[src/rtl/core/mscc_pkg.sv]
package mscc_pkg;

  localparam int unsigned VALUE_W = 16;

  typedef struct packed {
    logic                      opcode;
    logic [1:0]                matrix_select;
    logic [1:0]                row;
    logic [1:0]                column;
    logic signed [VALUE_W-1:0] value;
  } in_item_t;

  typedef struct packed {
    logic is_similar;
  } out_item_t;

  localparam logic OP_LOAD  = 1'b0;
  localparam logic OP_CHECK = 1'b1;

  localparam logic [1:0] SEL_A    = 2'd0;
  localparam logic [1:0] SEL_M    = 2'd1;
  localparam logic [1:0] SEL_MINV = 2'd2;
  localparam logic [1:0] SEL_B    = 2'd3;

  // operand pair fed to the shared multiplier
  typedef enum logic [1:0] {
    RD_NONE,
    RD_PB,
    RD_PM_LO,
    RD_PM_HI
  } rd_sel_e;

  typedef enum logic [1:0] {
    JMP_NEXT,
    JMP_LOOP,
    JMP_EMIT
  } jmp_e;

  localparam int unsigned PC_W  = 3;
  localparam int unsigned NSTEP = 5;

  localparam logic [PC_W-1:0] ST_P1    = 3'd0;
  localparam logic [PC_W-1:0] ST_P2LO  = 3'd1;
  localparam logic [PC_W-1:0] ST_P2HI  = 3'd2;
  localparam logic [PC_W-1:0] ST_DRAIN = 3'd3;
  localparam logic [PC_W-1:0] ST_EMIT  = 3'd4;

  typedef struct packed {
    rd_sel_e         rd;
    logic            first_k0;
    logic            shift_hi;
    logic            wr_last;
    logic            cmp_last;
    logic            adv;
    jmp_e            jmp;
    logic [PC_W-1:0] target;
  } ucode_t;

  // p = minv * b, then a == p * m with p split in two halves
  localparam ucode_t UCODE [NSTEP] = '{
    '{rd: RD_PB,    first_k0: 1'b1, shift_hi: 1'b0, wr_last: 1'b1, cmp_last: 1'b0,
      adv: 1'b1, jmp: JMP_LOOP, target: ST_P1},
    '{rd: RD_PM_LO, first_k0: 1'b1, shift_hi: 1'b0, wr_last: 1'b0, cmp_last: 1'b0,
      adv: 1'b0, jmp: JMP_NEXT, target: ST_P2LO},
    '{rd: RD_PM_HI, first_k0: 1'b0, shift_hi: 1'b1, wr_last: 1'b0, cmp_last: 1'b1,
      adv: 1'b1, jmp: JMP_LOOP, target: ST_P2LO},
    '{rd: RD_NONE,  first_k0: 1'b0, shift_hi: 1'b0, wr_last: 1'b0, cmp_last: 1'b0,
      adv: 1'b0, jmp: JMP_NEXT, target: ST_DRAIN},
    '{rd: RD_NONE,  first_k0: 1'b0, shift_hi: 1'b0, wr_last: 1'b0, cmp_last: 1'b0,
      adv: 1'b0, jmp: JMP_EMIT, target: ST_EMIT}
  };

  typedef struct packed {
    rd_sel_e rd;
    logic    first;
    logic    shift_hi;
    logic    wr_p;
    logic    cmp;
  } ex_ctrl_t;

endpackage

[src/rtl/core/mscc_if.sv]
interface mscc_in_if import mscc_pkg::*; ();
  logic     valid;
  logic     ready;
  in_item_t data;

  modport source (output valid, output data, input ready);
  modport sink (input valid, input data, output ready);
endinterface

interface mscc_out_if import mscc_pkg::*; ();
  logic      valid;
  logic      ready;
  out_item_t data;

  modport source (output valid, output data, input ready);
  modport sink (input valid, input data, output ready);
endinterface

[src/rtl/core/matrix_similarity_check_3x3_top.sv]
// Similarity check A == Minv * B * M on DIM x DIM signed matrices.
// Input channel in_i carries one item per handshake: a load item (opcode 0)
// writes one element of A, M, Minv or B at row/column; a check item
// (opcode 1) runs the product and compare. Loads with row or column at DIM
// or above are dropped. Output channel out_o carries one is_similar item per
// check item and nothing for loads.
// A load leaves in_i.ready high. A check holds
// in_i.ready low while the microcode sequencer runs: the P1 loop for
// Minv*B, the P2LO/P2HI loop for the second product (each term of it is two
// passes through the single multiplier, low and high half of P), then the
// DRAIN and EMIT steps finish the compare and load the output register. The
// result shows on out_o in the same cycle in which in_i.ready rises again.
// If out_o stalls, loads are still taken; a later check waits in its final
// step until the pending result is taken.
// Reset clears the sequencer and the output valid; the matrix stores keep
// no reset value and must be loaded before a check reads them.
module matrix_similarity_check_3x3_top import mscc_pkg::*; #(
  parameter int DIM           = 3,
  parameter int ELEMENT_WIDTH = 16
) (
  input  logic        clk_i,
  input  logic        rst_ni,
  mscc_in_if.sink     in_i,
  mscc_out_if.source  out_o
);

  localparam int NC      = DIM * DIM;
  localparam int IW      = $clog2(DIM);
  localparam int AW      = $clog2(NC);
  localparam int EW      = ELEMENT_WIDTH;
  localparam int G       = $clog2(DIM);
  localparam int PW_FULL = 2 * EW + G;
  localparam int PW      = (PW_FULL > 64) ? 64 : PW_FULL;
  localparam int FW_FULL = PW + EW + G;
  localparam int FW      = (FW_FULL > 64) ? 64 : FW_FULL;
  localparam int H       = PW / 2;
  localparam int BW      = PW - H;
  localparam int MBW     = BW + 1;
  localparam int MPW     = EW + MBW;
  localparam int XW      = (MPW > FW) ? MPW : FW;

  localparam logic [IW-1:0] IDX_LAST = IW'(DIM - 1);

  logic signed [EW-1:0] a_mem    [NC];
  logic signed [EW-1:0] m_mem    [NC];
  logic signed [EW-1:0] minv_mem [NC];
  logic signed [EW-1:0] b_mem    [NC];
  logic        [PW-1:0] p_mem    [NC];

  logic signed [EW-1:0] a_rd_q, m_rd_q, minv_rd_q, b_rd_q;
  logic        [PW-1:0] p_rd_q;
  logic        [AW-1:0] ex_addr_q;

  logic                  running_q, running_d;
  logic [PC_W-1:0]       pc_q, pc_d;
  logic [IW-1:0]         i_q, i_d, j_q, j_d, k_q, k_d;
  logic                  mismatch_q, mismatch_d;
  logic                  out_valid_q, out_valid_d;
  logic                  out_sim_q, out_sim_d;
  ex_ctrl_t              ex_q, ex_d;
  logic signed [FW-1:0]  acc_q;

  logic                  in_acc, ld_ok;
  logic [AW-1:0]         ld_addr, addr_ik, addr_kj, addr_ij;
  logic [EW-1:0]         ld_elem;
  ucode_t                uw;
  logic                  k_last, j_last, i_last, all_last, out_free;

  logic signed [EW-1:0]  op_a;
  logic signed [MBW-1:0] op_b;
  logic signed [MPW-1:0] prod;
  logic signed [XW-1:0]  prod_x, prod_sh;
  logic signed [FW-1:0]  term, sum, a_ext;

  assign in_acc  = in_i.valid && in_i.ready;
  assign ld_ok   = (32'(in_i.data.row) < DIM) && (32'(in_i.data.column) < DIM);
  assign ld_addr = AW'(32'(in_i.data.row) * DIM + 32'(in_i.data.column));

  if (EW <= VALUE_W) begin : g_elem_narrow
    assign ld_elem = in_i.data.value[EW-1:0];
  end else begin : g_elem_wide
    assign ld_elem = {{(EW - VALUE_W){1'b0}}, in_i.data.value};
  end

  assign addr_ik = AW'(32'(i_q) * DIM + 32'(k_q));
  assign addr_kj = AW'(32'(k_q) * DIM + 32'(j_q));
  assign addr_ij = AW'(32'(i_q) * DIM + 32'(j_q));

  // element loads
  always_ff @(posedge clk_i) begin
    if (in_acc && (in_i.data.opcode == OP_LOAD) && ld_ok) begin
      unique case (in_i.data.matrix_select)
        SEL_A:    a_mem[ld_addr]    <= ld_elem;
        SEL_M:    m_mem[ld_addr]    <= ld_elem;
        SEL_MINV: minv_mem[ld_addr] <= ld_elem;
        SEL_B:    b_mem[ld_addr]    <= ld_elem;
      endcase
    end
  end

  // registered reads and partial product write-back
  always_ff @(posedge clk_i) begin
    a_rd_q    <= a_mem[addr_ij];
    m_rd_q    <= m_mem[addr_kj];
    minv_rd_q <= minv_mem[addr_ik];
    b_rd_q    <= b_mem[addr_kj];
    p_rd_q    <= p_mem[addr_ik];
    ex_addr_q <= addr_ij;
    if (ex_q.wr_p) begin
      p_mem[ex_addr_q] <= sum[PW-1:0];
    end
  end

  // execute stage, registered behind the sequencer
  always_comb begin
    unique case (ex_q.rd)
      RD_PB: begin
        op_a = minv_rd_q;
        op_b = MBW'(b_rd_q);
      end
      RD_PM_LO: begin
        op_a = m_rd_q;
        op_b = $signed({{(MBW - H){1'b0}}, p_rd_q[H-1:0]});
      end
      RD_PM_HI: begin
        op_a = m_rd_q;
        op_b = MBW'($signed(p_rd_q[PW-1:H]));
      end
      RD_NONE: begin
        op_a = m_rd_q;
        op_b = '0;
      end
    endcase
  end

  assign prod    = op_a * op_b;
  assign prod_x  = XW'(prod);
  assign prod_sh = ex_q.shift_hi ? (prod_x <<< H) : prod_x;
  assign term    = prod_sh[FW-1:0];
  assign sum     = (ex_q.first ? '0 : acc_q) + term;
  assign a_ext   = FW'(a_rd_q);

  always_ff @(posedge clk_i) begin
    if (ex_q.rd != RD_NONE) begin
      acc_q <= sum;
    end
  end

  // sequencer
  assign uw       = UCODE[pc_q];
  assign k_last   = (k_q == IDX_LAST);
  assign j_last   = (j_q == IDX_LAST);
  assign i_last   = (i_q == IDX_LAST);
  assign all_last = k_last && j_last && i_last;
  assign out_free = !out_valid_q || out_o.ready;

  always_comb begin
    running_d   = running_q;
    pc_d        = pc_q;
    i_d         = i_q;
    j_d         = j_q;
    k_d         = k_q;
    mismatch_d  = mismatch_q;
    out_valid_d = out_valid_q && !out_o.ready;
    out_sim_d   = out_sim_q;
    ex_d        = '{rd: RD_NONE, first: 1'b0, shift_hi: 1'b0, wr_p: 1'b0, cmp: 1'b0};

    if (ex_q.cmp && (sum != a_ext)) begin
      mismatch_d = 1'b1;
    end

    if (!running_q) begin
      if (in_acc && (in_i.data.opcode == OP_CHECK)) begin
        running_d  = 1'b1;
        pc_d       = ST_P1;
        i_d        = '0;
        j_d        = '0;
        k_d        = '0;
        mismatch_d = 1'b0;
      end
    end else begin
      ex_d.rd       = uw.rd;
      ex_d.first    = uw.first_k0 && (k_q == '0);
      ex_d.shift_hi = uw.shift_hi;
      ex_d.wr_p     = uw.wr_last && k_last;
      ex_d.cmp      = uw.cmp_last && k_last;

      if (uw.adv) begin
        if (!k_last) begin
          k_d = k_q + 1'b1;
        end else begin
          k_d = '0;
          if (!j_last) begin
            j_d = j_q + 1'b1;
          end else begin
            j_d = '0;
            i_d = i_last ? '0 : i_q + 1'b1;
          end
        end
      end

      unique case (uw.jmp)
        JMP_NEXT: pc_d = pc_q + 1'b1;
        JMP_LOOP: pc_d = all_last ? pc_q + 1'b1 : uw.target;
        JMP_EMIT: begin
          if (out_free) begin
            out_valid_d = 1'b1;
            out_sim_d   = !mismatch_q;
            running_d   = 1'b0;
          end
        end
        default: pc_d = ST_P1;
      endcase
    end
  end

  always_ff @(posedge clk_i or negedge rst_ni) begin
    if (!rst_ni) begin
      running_q   <= 1'b0;
      pc_q        <= ST_P1;
      i_q         <= '0;
      j_q         <= '0;
      k_q         <= '0;
      mismatch_q  <= 1'b0;
      out_valid_q <= 1'b0;
      ex_q        <= '{rd: RD_NONE, first: 1'b0, shift_hi: 1'b0, wr_p: 1'b0, cmp: 1'b0};
    end else begin
      running_q   <= running_d;
      pc_q        <= pc_d;
      i_q         <= i_d;
      j_q         <= j_d;
      k_q         <= k_d;
      mismatch_q  <= mismatch_d;
      out_valid_q <= out_valid_d;
      ex_q        <= ex_d;
    end
  end

  always_ff @(posedge clk_i) begin
    out_sim_q <= out_sim_d;
  end

  assign in_i.ready  = !running_q;
  assign out_o.valid = out_valid_q;
  assign out_o.data  = '{is_similar: out_sim_q};

endmodule

[src/flat_wrapper.sv]
// flat-port wrapper written by rule: the top's interface ports become plain ports
module matrix_similarity_check_3x3_top_flat import mscc_pkg::*;
#(
  parameter int DIM           = 3,
  parameter int ELEMENT_WIDTH = 16
)
  (clk_i, rst_ni, in_i_valid, in_i_data, in_i_ready, out_o_valid, out_o_data, out_o_ready);
  mscc_in_if in_i_i ();
  mscc_out_if out_o_i ();
  input  logic clk_i;
  input  logic rst_ni;
  input wire logic [$bits(in_i_i.valid)-1:0] in_i_valid;
  input wire logic [$bits(in_i_i.data)-1:0] in_i_data;
  output wire logic [$bits(in_i_i.ready)-1:0] in_i_ready;
  output wire logic [$bits(out_o_i.valid)-1:0] out_o_valid;
  output wire logic [$bits(out_o_i.data)-1:0] out_o_data;
  input wire logic [$bits(out_o_i.ready)-1:0] out_o_ready;
  assign in_i_i.valid = in_i_valid;
  assign in_i_i.data = in_i_data;
  assign in_i_ready = in_i_i.ready;
  assign out_o_valid = out_o_i.valid;
  assign out_o_data = out_o_i.data;
  assign out_o_i.ready = out_o_ready;
  matrix_similarity_check_3x3_top #(.DIM(DIM), .ELEMENT_WIDTH(ELEMENT_WIDTH)) u_core (.clk_i(clk_i), .rst_ni(rst_ni), .in_i(in_i_i), .out_o(out_o_i));
endmodule
[config.mk]
export PLATFORM = sky130hd
export DESIGN_NAME = matrix_similarity_check_3x3_top_flat
export DESIGN_NICKNAME = d
export VERILOG_FILES = /design/src/rtl/core/mscc_pkg.sv /design/src/rtl/core/mscc_if.sv /design/src/rtl/core/matrix_similarity_check_3x3_top.sv /design/src/flat_wrapper.sv
export SDC_FILE = /design/constraint.sdc
export NUM_CORES = 2
export LEC_CHECK = 0
export ABC_AREA = 1
export CAP_MARGIN = 30
export CELL_PAD_IN_SITES_DETAIL_PLACEMENT = 2
export CELL_PAD_IN_SITES_GLOBAL_PLACEMENT = 2
export CORE_MARGIN = 2
export CORE_UTILIZATION = 35
export DETAILED_ROUTE_END_ITERATION = 7
export DONT_BUFFER_PORTS = 1
export PLACE_DENSITY = 0.7
export SYNTH_ARGS = -nofsm -noshare
export SYNTH_HDL_FRONTEND = slang
export SYNTH_SLANG_ARGS = --single-unit
[constraint.sdc]
create_clock -name clk_i -period 8.5 [get_ports clk_i]
set_input_delay 1.7 -clock clk_i [delete_from_list [all_inputs] [get_ports clk_i]]
set_output_delay 1.7 -clock clk_i [all_outputs]
set_load 0.1 [all_outputs]
==> Word level (Yosys, flattened, before mapping) <==
Memories as Yosys holds them, arrays and structs flattened. A register that Yosys moved wholly into a read port is not among the register bits.
Index checks and enable logic that the tools add are counted.
{ "totals": {"latch_bits": 0, "ram_bits": 882, "in_bits": 27, "output_inout_bits": 3, "reg_bits": 75, "n_memories": 6, "romBits": 96} }
{ "mem_list": {"columns": ["memory", "depth", "width", "read_ports", "rd_clocked_by_memory_dff", "wr", "line", "text"], "rows": [
  ["u_core.p_mem", 9, 34, 1, 1, 1, "matrix_similarity_check_3x3_top.sv:48", "logic [PW-1:0] p_mem [NC];"],
  ["u_core.a_mem", 9, 16, 1, 1, 1, "matrix_similarity_check_3x3_top.sv:44", "logic signed [EW-1:0] a_mem [NC];"],
  ["u_core.b_mem", 9, 16, 1, 1, 1, "matrix_similarity_check_3x3_top.sv:47", "logic signed [EW-1:0] b_mem [NC];"],
  ["u_core.m_mem", 9, 16, 1, 1, 1, "matrix_similarity_check_3x3_top.sv:45", "logic signed [EW-1:0] m_mem [NC];"],
  ["u_core.minv_mem", 9, 16, 1, 1, 1, "matrix_similarity_check_3x3_top.sv:46", "logic signed [EW-1:0] minv_mem [NC];"],
  ["(name not given)", 8, 12, 1, 0, 0, "matrix_similarity_check_3x3_top.sv:150", "assign uw = UCODE[pc_q];"]
]} }
{ "op_classes": {"mux": 48, "eq_ne": 16, "n_shift": 0, "n_bitwise": 2, "n_addsub": 9, "order_cmp": 3, "div_mod_pow": 0, "n_reduce_logical": 29, "n_mul": 4} }
{ "ops": {"columns": ["op", "n"], "rows": [
  ["case mux 18 bit (4 select lines)", 1],
  ["adder 52 bit", 1],
  ["two-way mux 52 bit", 1],
  ["!= test 52 x 16 -> 1 bit", 1],
  ["two-way mux 50 bit", 1],
  ["multiplier 16 x 18 -> 34 bit", 1],
  ["case mux 16 bit (2 select lines)", 1],
  ["two-way mux 2 bit", 13],
  ["two-way mux 1 bit", 24],
  ["two-way mux 12 bit", 2],
  ["adder 4 x 2 -> 4 bit", 4],
  ["equality test 2 bit, second input constant", 8],
  ["logical AND 1 bit", 12],
  ["multiplier 2 x 2 -> 4 bit, second input constant", 3],
  ["two-way mux 3 bit", 3],
  ["case mux 3 bit (3 select lines)", 1],
  ["logical NOT 2 bit", 4],
  ["!= test 2 bit, second input constant", 4],
  ["adder 2 x 1 -> 2 bit, second input constant", 3],
  ["equality test 2 x 1 -> 1 bit, second input constant", 3],
  ["two-way mux 6 bit", 1],
  ["AND reduction 3 bit", 2],
  [">= comparator 4 bit, second input constant", 1],
  ["logical NOT 1 bit", 4],
  ["9 further kinds", 12]
]} }

==> Depth between registers and ports, before layout <==
{ "logic_depth": {"word_depth": 11, "mapped_depth": 59} }

==> Worst setup path after synthesis <==
Ideal clock, no wire load.
{ "synth_timing": {"kind": "register -> register", "start": "register u_core.ex_q[5] in the netlist's numbering", "end": "register u_core.mismatch_q", "stages_incl_launch_ff": 49, "setup_time_ps": 117, "setup_slack_ps": -917, "arrival_time_ps": 9299, "required_time_ps": 8383, "path_cell_list": "dfrtp_1 > inv_1 > nand2_1 > o221a_2 > o21a_1 > clkbuf_1 > inv_1 > nor2_1 > fa_1 > inv_1 > fa_1 > fa_1 > inv_1 > fa_1 > fa_1 > inv_1 > fa_1 > inv_1 > (+13 left out) > ha_1 > nand2_1 > nor2_2 > inv_1 > nor2_1 > inv_1 > nor2_2 > nand3_1 > nand4_1 > nand2_1 > nand2_1 > nand3_1 > nor2_1 > nand2_1 > nor2_1 > nand3_1 > nand2_1 > a21oi_2"} }
{ "synth_via": {"elab_chain_len": 11, "elab_cells_between_ends": 15, "cone_classes": "add/sub (1); mul (1); eq/ne (4); mux (6); reduce/logical (3)"} }
{ "synth_rtl": {"columns": ["item", "line", "text"], "rows": [
  ["from (decl)", "matrix_similarity_check_3x3_top.sv:60", "ex_ctrl_t ex_q, ex_d;"],
  ["from (signal assigned)", "matrix_similarity_check_3x3_top.sv:226", "ex_q <= '{rd: RD_NONE, first: 1'b0, shift_hi: 1'b0, wr_p: 1'b0, cmp: 1'b0};"],
  ["equality test 2 bit or logical NOT 2 bit (tied branches)", "matrix_similarity_check_3x3_top.sv:116", "unique case (ex_q.rd)"],
  ["OR reduction 3 bit (no source line)", null, null],
  ["case mux 16 bit (2 select lines)", "matrix_similarity_check_3x3_top.sv:116", null],
  ["multiplier 16 x 18 -> 34 bit (*)", "matrix_similarity_check_3x3_top.sv:136", "assign prod = op_a * op_b;"],
  ["two-way mux 50 bit (*)", "matrix_similarity_check_3x3_top.sv:138", "assign prod_sh = ex_q.shift_hi ? (prod_x <<< H) : prod_x;"],
  ["adder 52 bit (*)", "matrix_similarity_check_3x3_top.sv:140", "assign sum = (ex_q.first ? '0 : acc_q) + term;"],
  ["net u_core.sum[33]", "matrix_similarity_check_3x3_top.sv:73", "logic signed [FW-1:0] term, sum, a_ext;"],
  ["!= test 52 x 16 -> 1 bit (*)", "matrix_similarity_check_3x3_top.sv:168", "if (ex_q.cmp && (sum != a_ext)) begin"],
  ["logical AND 1 bit (*)", "matrix_similarity_check_3x3_top.sv:168", null],
  ["two-way mux 1 bit (*)", "matrix_similarity_check_3x3_top.sv:168", null],
  ["two-way mux 1 bit", "matrix_similarity_check_3x3_top.sv:173", "if (in_acc && (in_i.data.opcode == OP_CHECK)) begin"],
  ["two-way mux 1 bit (*)", "matrix_similarity_check_3x3_top.sv:172", "if (!running_q) begin"],
  ["net u_core.mismatch_d", "matrix_similarity_check_3x3_top.sv:57", "logic mismatch_q, mismatch_d;"],
  ["to (signal assigned)", "matrix_similarity_check_3x3_top.sv:233", "mismatch_q <= mismatch_d;"],
  ["to (decl)", "matrix_similarity_check_3x3_top.sv:57", null]
]} }
The timed path passes the listed nets; every way through them passes the cells marked *.
A chain may end at the register's enable or synchronous reset.

==> Worst setup path in the final report <==
Same ends and word-level chain as after synthesis.

==> summary.txt <==
Routing
  • Via-per-instance ratio: 5.26
  • Routed WL: 232 mm
  • Detailed-router iteration count before antenna repair: 7
  • Starting DRT DRC Count: 3369
  • DRC: 0
  • WL per Instance: 26.9 um
  • Routed Antenna Nets: 0
  • Via count: 45500

Die
  • Die Wd: 410 um
  • Die area: 0.168 mm2
  • CORE AREA: 0.163 mm2
  • Initial core utilization: 35.3%
  • # rows: 148
  • Boundary Pins: 30
  • Die Y: 410 um

Setup path
  • Reg2reg end: u_core.mismatch_q
  • Worst setup startpoint: u_core.ex_q[5]
  • Crit. End Element: flop
  • CP Launch Type: flop
  • Worst r2r src: u_core.ex_q[5]
  • Crit path largest cell delay: 620 ps
  • Setup slack, reg-to-reg: -1020 ps
  • Reg2Reg Depth: 54
  • CP max FO: 11
  • CP max-delay cell: fa_1
  • WP data arrival: 10100 ps
  • Kind of critical path: flop to flop
  • Critical Path RT: 9080 ps
  • Most used cell, CP: nand2_1
  • Worst setup path endpoint: u_core.mismatch_q

Run status
  • Status: finished with violations
  • Failing checks: negative setup slack

Layout
  • Finished Cell Area: 0.0720 mm2
  • Layout cells sized above 1: 23.0%
  • Area growth syn-to-layout: 25.0%
  • Final #Nets: 6855
  • Non-Filler Instances: 8646

GRT
  • Routing usage on met3: 2.57%
  • Vias in the first global route: 50800
  • First-pass GRT wire length: 330 mm
  • GR Layer Usage met2: 46.4%
  • Initial antenna violation count: 11
  • Gr busiest metal: met2
  • Overflow after GRT: 0
  • Largest net degree at the start of global routing: 193
  • Met1 usage: 33.5%
  • GRT Overall Usage: 26.3%

Yosys
  • Synthesized area per cell: 9.97 um2
  • Synth warn: 0
  • Top_reg_cell synth: edfxtp_1
  • Top post-synthesis cells by count: nand2_1, inv_1, edfxtp_1
  • Most numerous cell in the Yosys netlist: nand2_1
  • Leading area contributor after synthesis: edfxtp_1
  • Mapped Nets: 6262
  • Top-area cell type share of the netlist area: 48.7%
  • Post-synthesis sequential area ratio: 53.1%
  • FF+latch count, synth: 1055
  • Cell Area, Synth: 0.0576 mm2
  • Top cells by area, synth: edfxtp_1, fa_1, nand2_1, inv_1, nor2_1
  • Synth cell types: 51
  • Ys async rst share: 1.71%
  • Synth Instances: 5779
  • Post-synth EDFFs: 935

Clock network
  • CTS buffer count: 108
  • CTS tree: yes
  • Clock Tree Root: clkbuf_16
  • CTS Hold Buffers Added: 0
  • Worst-skew pair later-pin latency: 750 ps
  • Worst-case clock buffer depth: 3
  • Clk sinks: 1055
  • CTS clock-pin slew for the worst setup and hold paths: 70 ps
  • CTS H-tree depth: 3

STA
  • Fin. max-slew vios: 0
  • Final setup viols: 179
  • Final Hold Viols: 0
  • Setup WS post-layout: -1020 ps
  • Clock skew: 47.6 ps
  • Fin crit period: 9520 ps
  • RSZ-0062 raised after global routing: yes
  • Final worst-path cycle share: 112%
  • Final hold slack: 452 ps
  • Fmax: 0.105 GHz
  • Slew margin rel.: 10.9%
  • Worst Max-Slew Pin Slew: 1340 ps

Placement
  • Placed cells: 8350
  • Placer Congestion: 0.873
  • Port bufs: 0
  • Pre-CTS setup slack: -1500 ps
  • Placed cell area: 0.0647 mm2
  • HPWL after DPL: 155 mm

Flow run
  • Number of max-cap violations: 0

Worst hold path
  • Min-Delay Path Class: flop to flop
cells in the final DEF, fill, tap and decap left out, types with 16 or more instances in the layout:
cell type and n:
nand2_4 41, nand3_2 36, buf_6 40, inv_1 898, ha_4 48, a21oi_1 96, a21oi_4 16, o211ai_1 68
nand2_1 986, fa_1 274, clkinv_2 18, a31oi_1 53, nand2_2 140, inv_2 74, a21oi_2 27, o21ai_0 300
edfxtp_1 935, buf_4 613, mux2i_1 64, clkbuf_16 110, ha_1 105, o22ai_1 33, clkbuf_1 34, nand4_1 30
o21ai_2 21, dfrtp_1 17, nor2_2 64, nor2_4 56, nor2_1 637, buf_12 40, clkinv_1 16, dfxtp_1 102
xor2_1 25, fa_2 22, nand3_1 148, o32ai_1 100
flip-flops by register name, summed over array words and instances (netlist names), 2 cells and up:
name,cells
u_core.pc_q,3
u_core.minv_rd_q,16
u_core.i_q,2
u_core.minv_mem,144
u_core.k_q,2
u_core.p_rd_q,34
u_core.a_mem,144
u_core.a_rd_q,16
u_core.p_mem,306
u_core.ex_addr_q,4
u_core.acc_q,52
u_core.m_mem,144
u_core.j_q,2
u_core.b_rd_q,16
u_core.ex_q,6
u_core.b_mem,144
u_core.m_rd_q,16
worst min path at each step:
stage | start | endpoint | slack, ps | depth (start not counted)
CTS | u_core.m_mem[8][9] | u_core.m_rd_q[9] | 460 | 2
finish | u_core.m_mem[8][9] | u_core.m_rd_q[9] | 450 | 2
floorplan | u_core.b_mem[8][14] | u_core.b_rd_q[14] | 420 | 2
global placement | u_core.m_mem[8][2] | u_core.m_rd_q[2] | 430 | 2
global route | u_core.m_mem[8][3] | u_core.m_rd_q[3] | 490 | 2
detailed placement | u_core.m_mem[8][9] | u_core.m_rd_q[9] | 450 | 2
stage by stage:
| stage | utilization (%) | setup TNS (ps) |
|---|---|---|
| floorplan | - | 0 |
| global placement | 39.7 | -80530 |
| detailed placement | 39.7 | -134160 |
| CTS | 42.8 | -6060 |
| global route | 44.1 | -99090 |
| finish | 44.1 | -50110 |
logic make-up after synthesis:
logic type	synth area share [%]
AO/OA/AOI/OAI	8.01
XOR/XNOR	1.17
adder cells (fa/ha/maj)	13.8
buffers and inverters	7.88
flip-flops	53.1
multiplexers	1.11
AND/OR/NAND/NOR	15.0
area by class of cell:
type,instances,area [um2]
Sequential cell,1055,30600
Clock buffer,155,3010
Multi-Input combinational cell,3517,25400
Clock inverter,50,536
Inverter,988,3750
Fill cell,16800,91100
Tap cell,2175,2720
Antenna cell,4,10.0
Timing Repair Buffer,702,6020
what timing repair did:
action,in CTS,in global routing
cloned,1,5
pin swaps,90,132
setup buffers,38,42
gates resized for setup,314,442
setup endpoints to repair,229,249
metal layers:
layer,vias to the layer above,wire length [um]
li1,20100,-
met2,1050,119000
met1,24000,96000
met5,-,27
met3,336,8910
met4,4,8490
critical path, delay by kind of cell, from the launching register on:
kind / cells / cell delay, ps
fa+ha+maj: 8 / 3820
compound gates: 7 / 850
flops: 1 / 440
simple gates: 28 / 2970
buf+inv: 11 / 1240
Power is not shown: default switching activity piles up to over one toggle a cycle in this logic, so the estimate is an artifact.
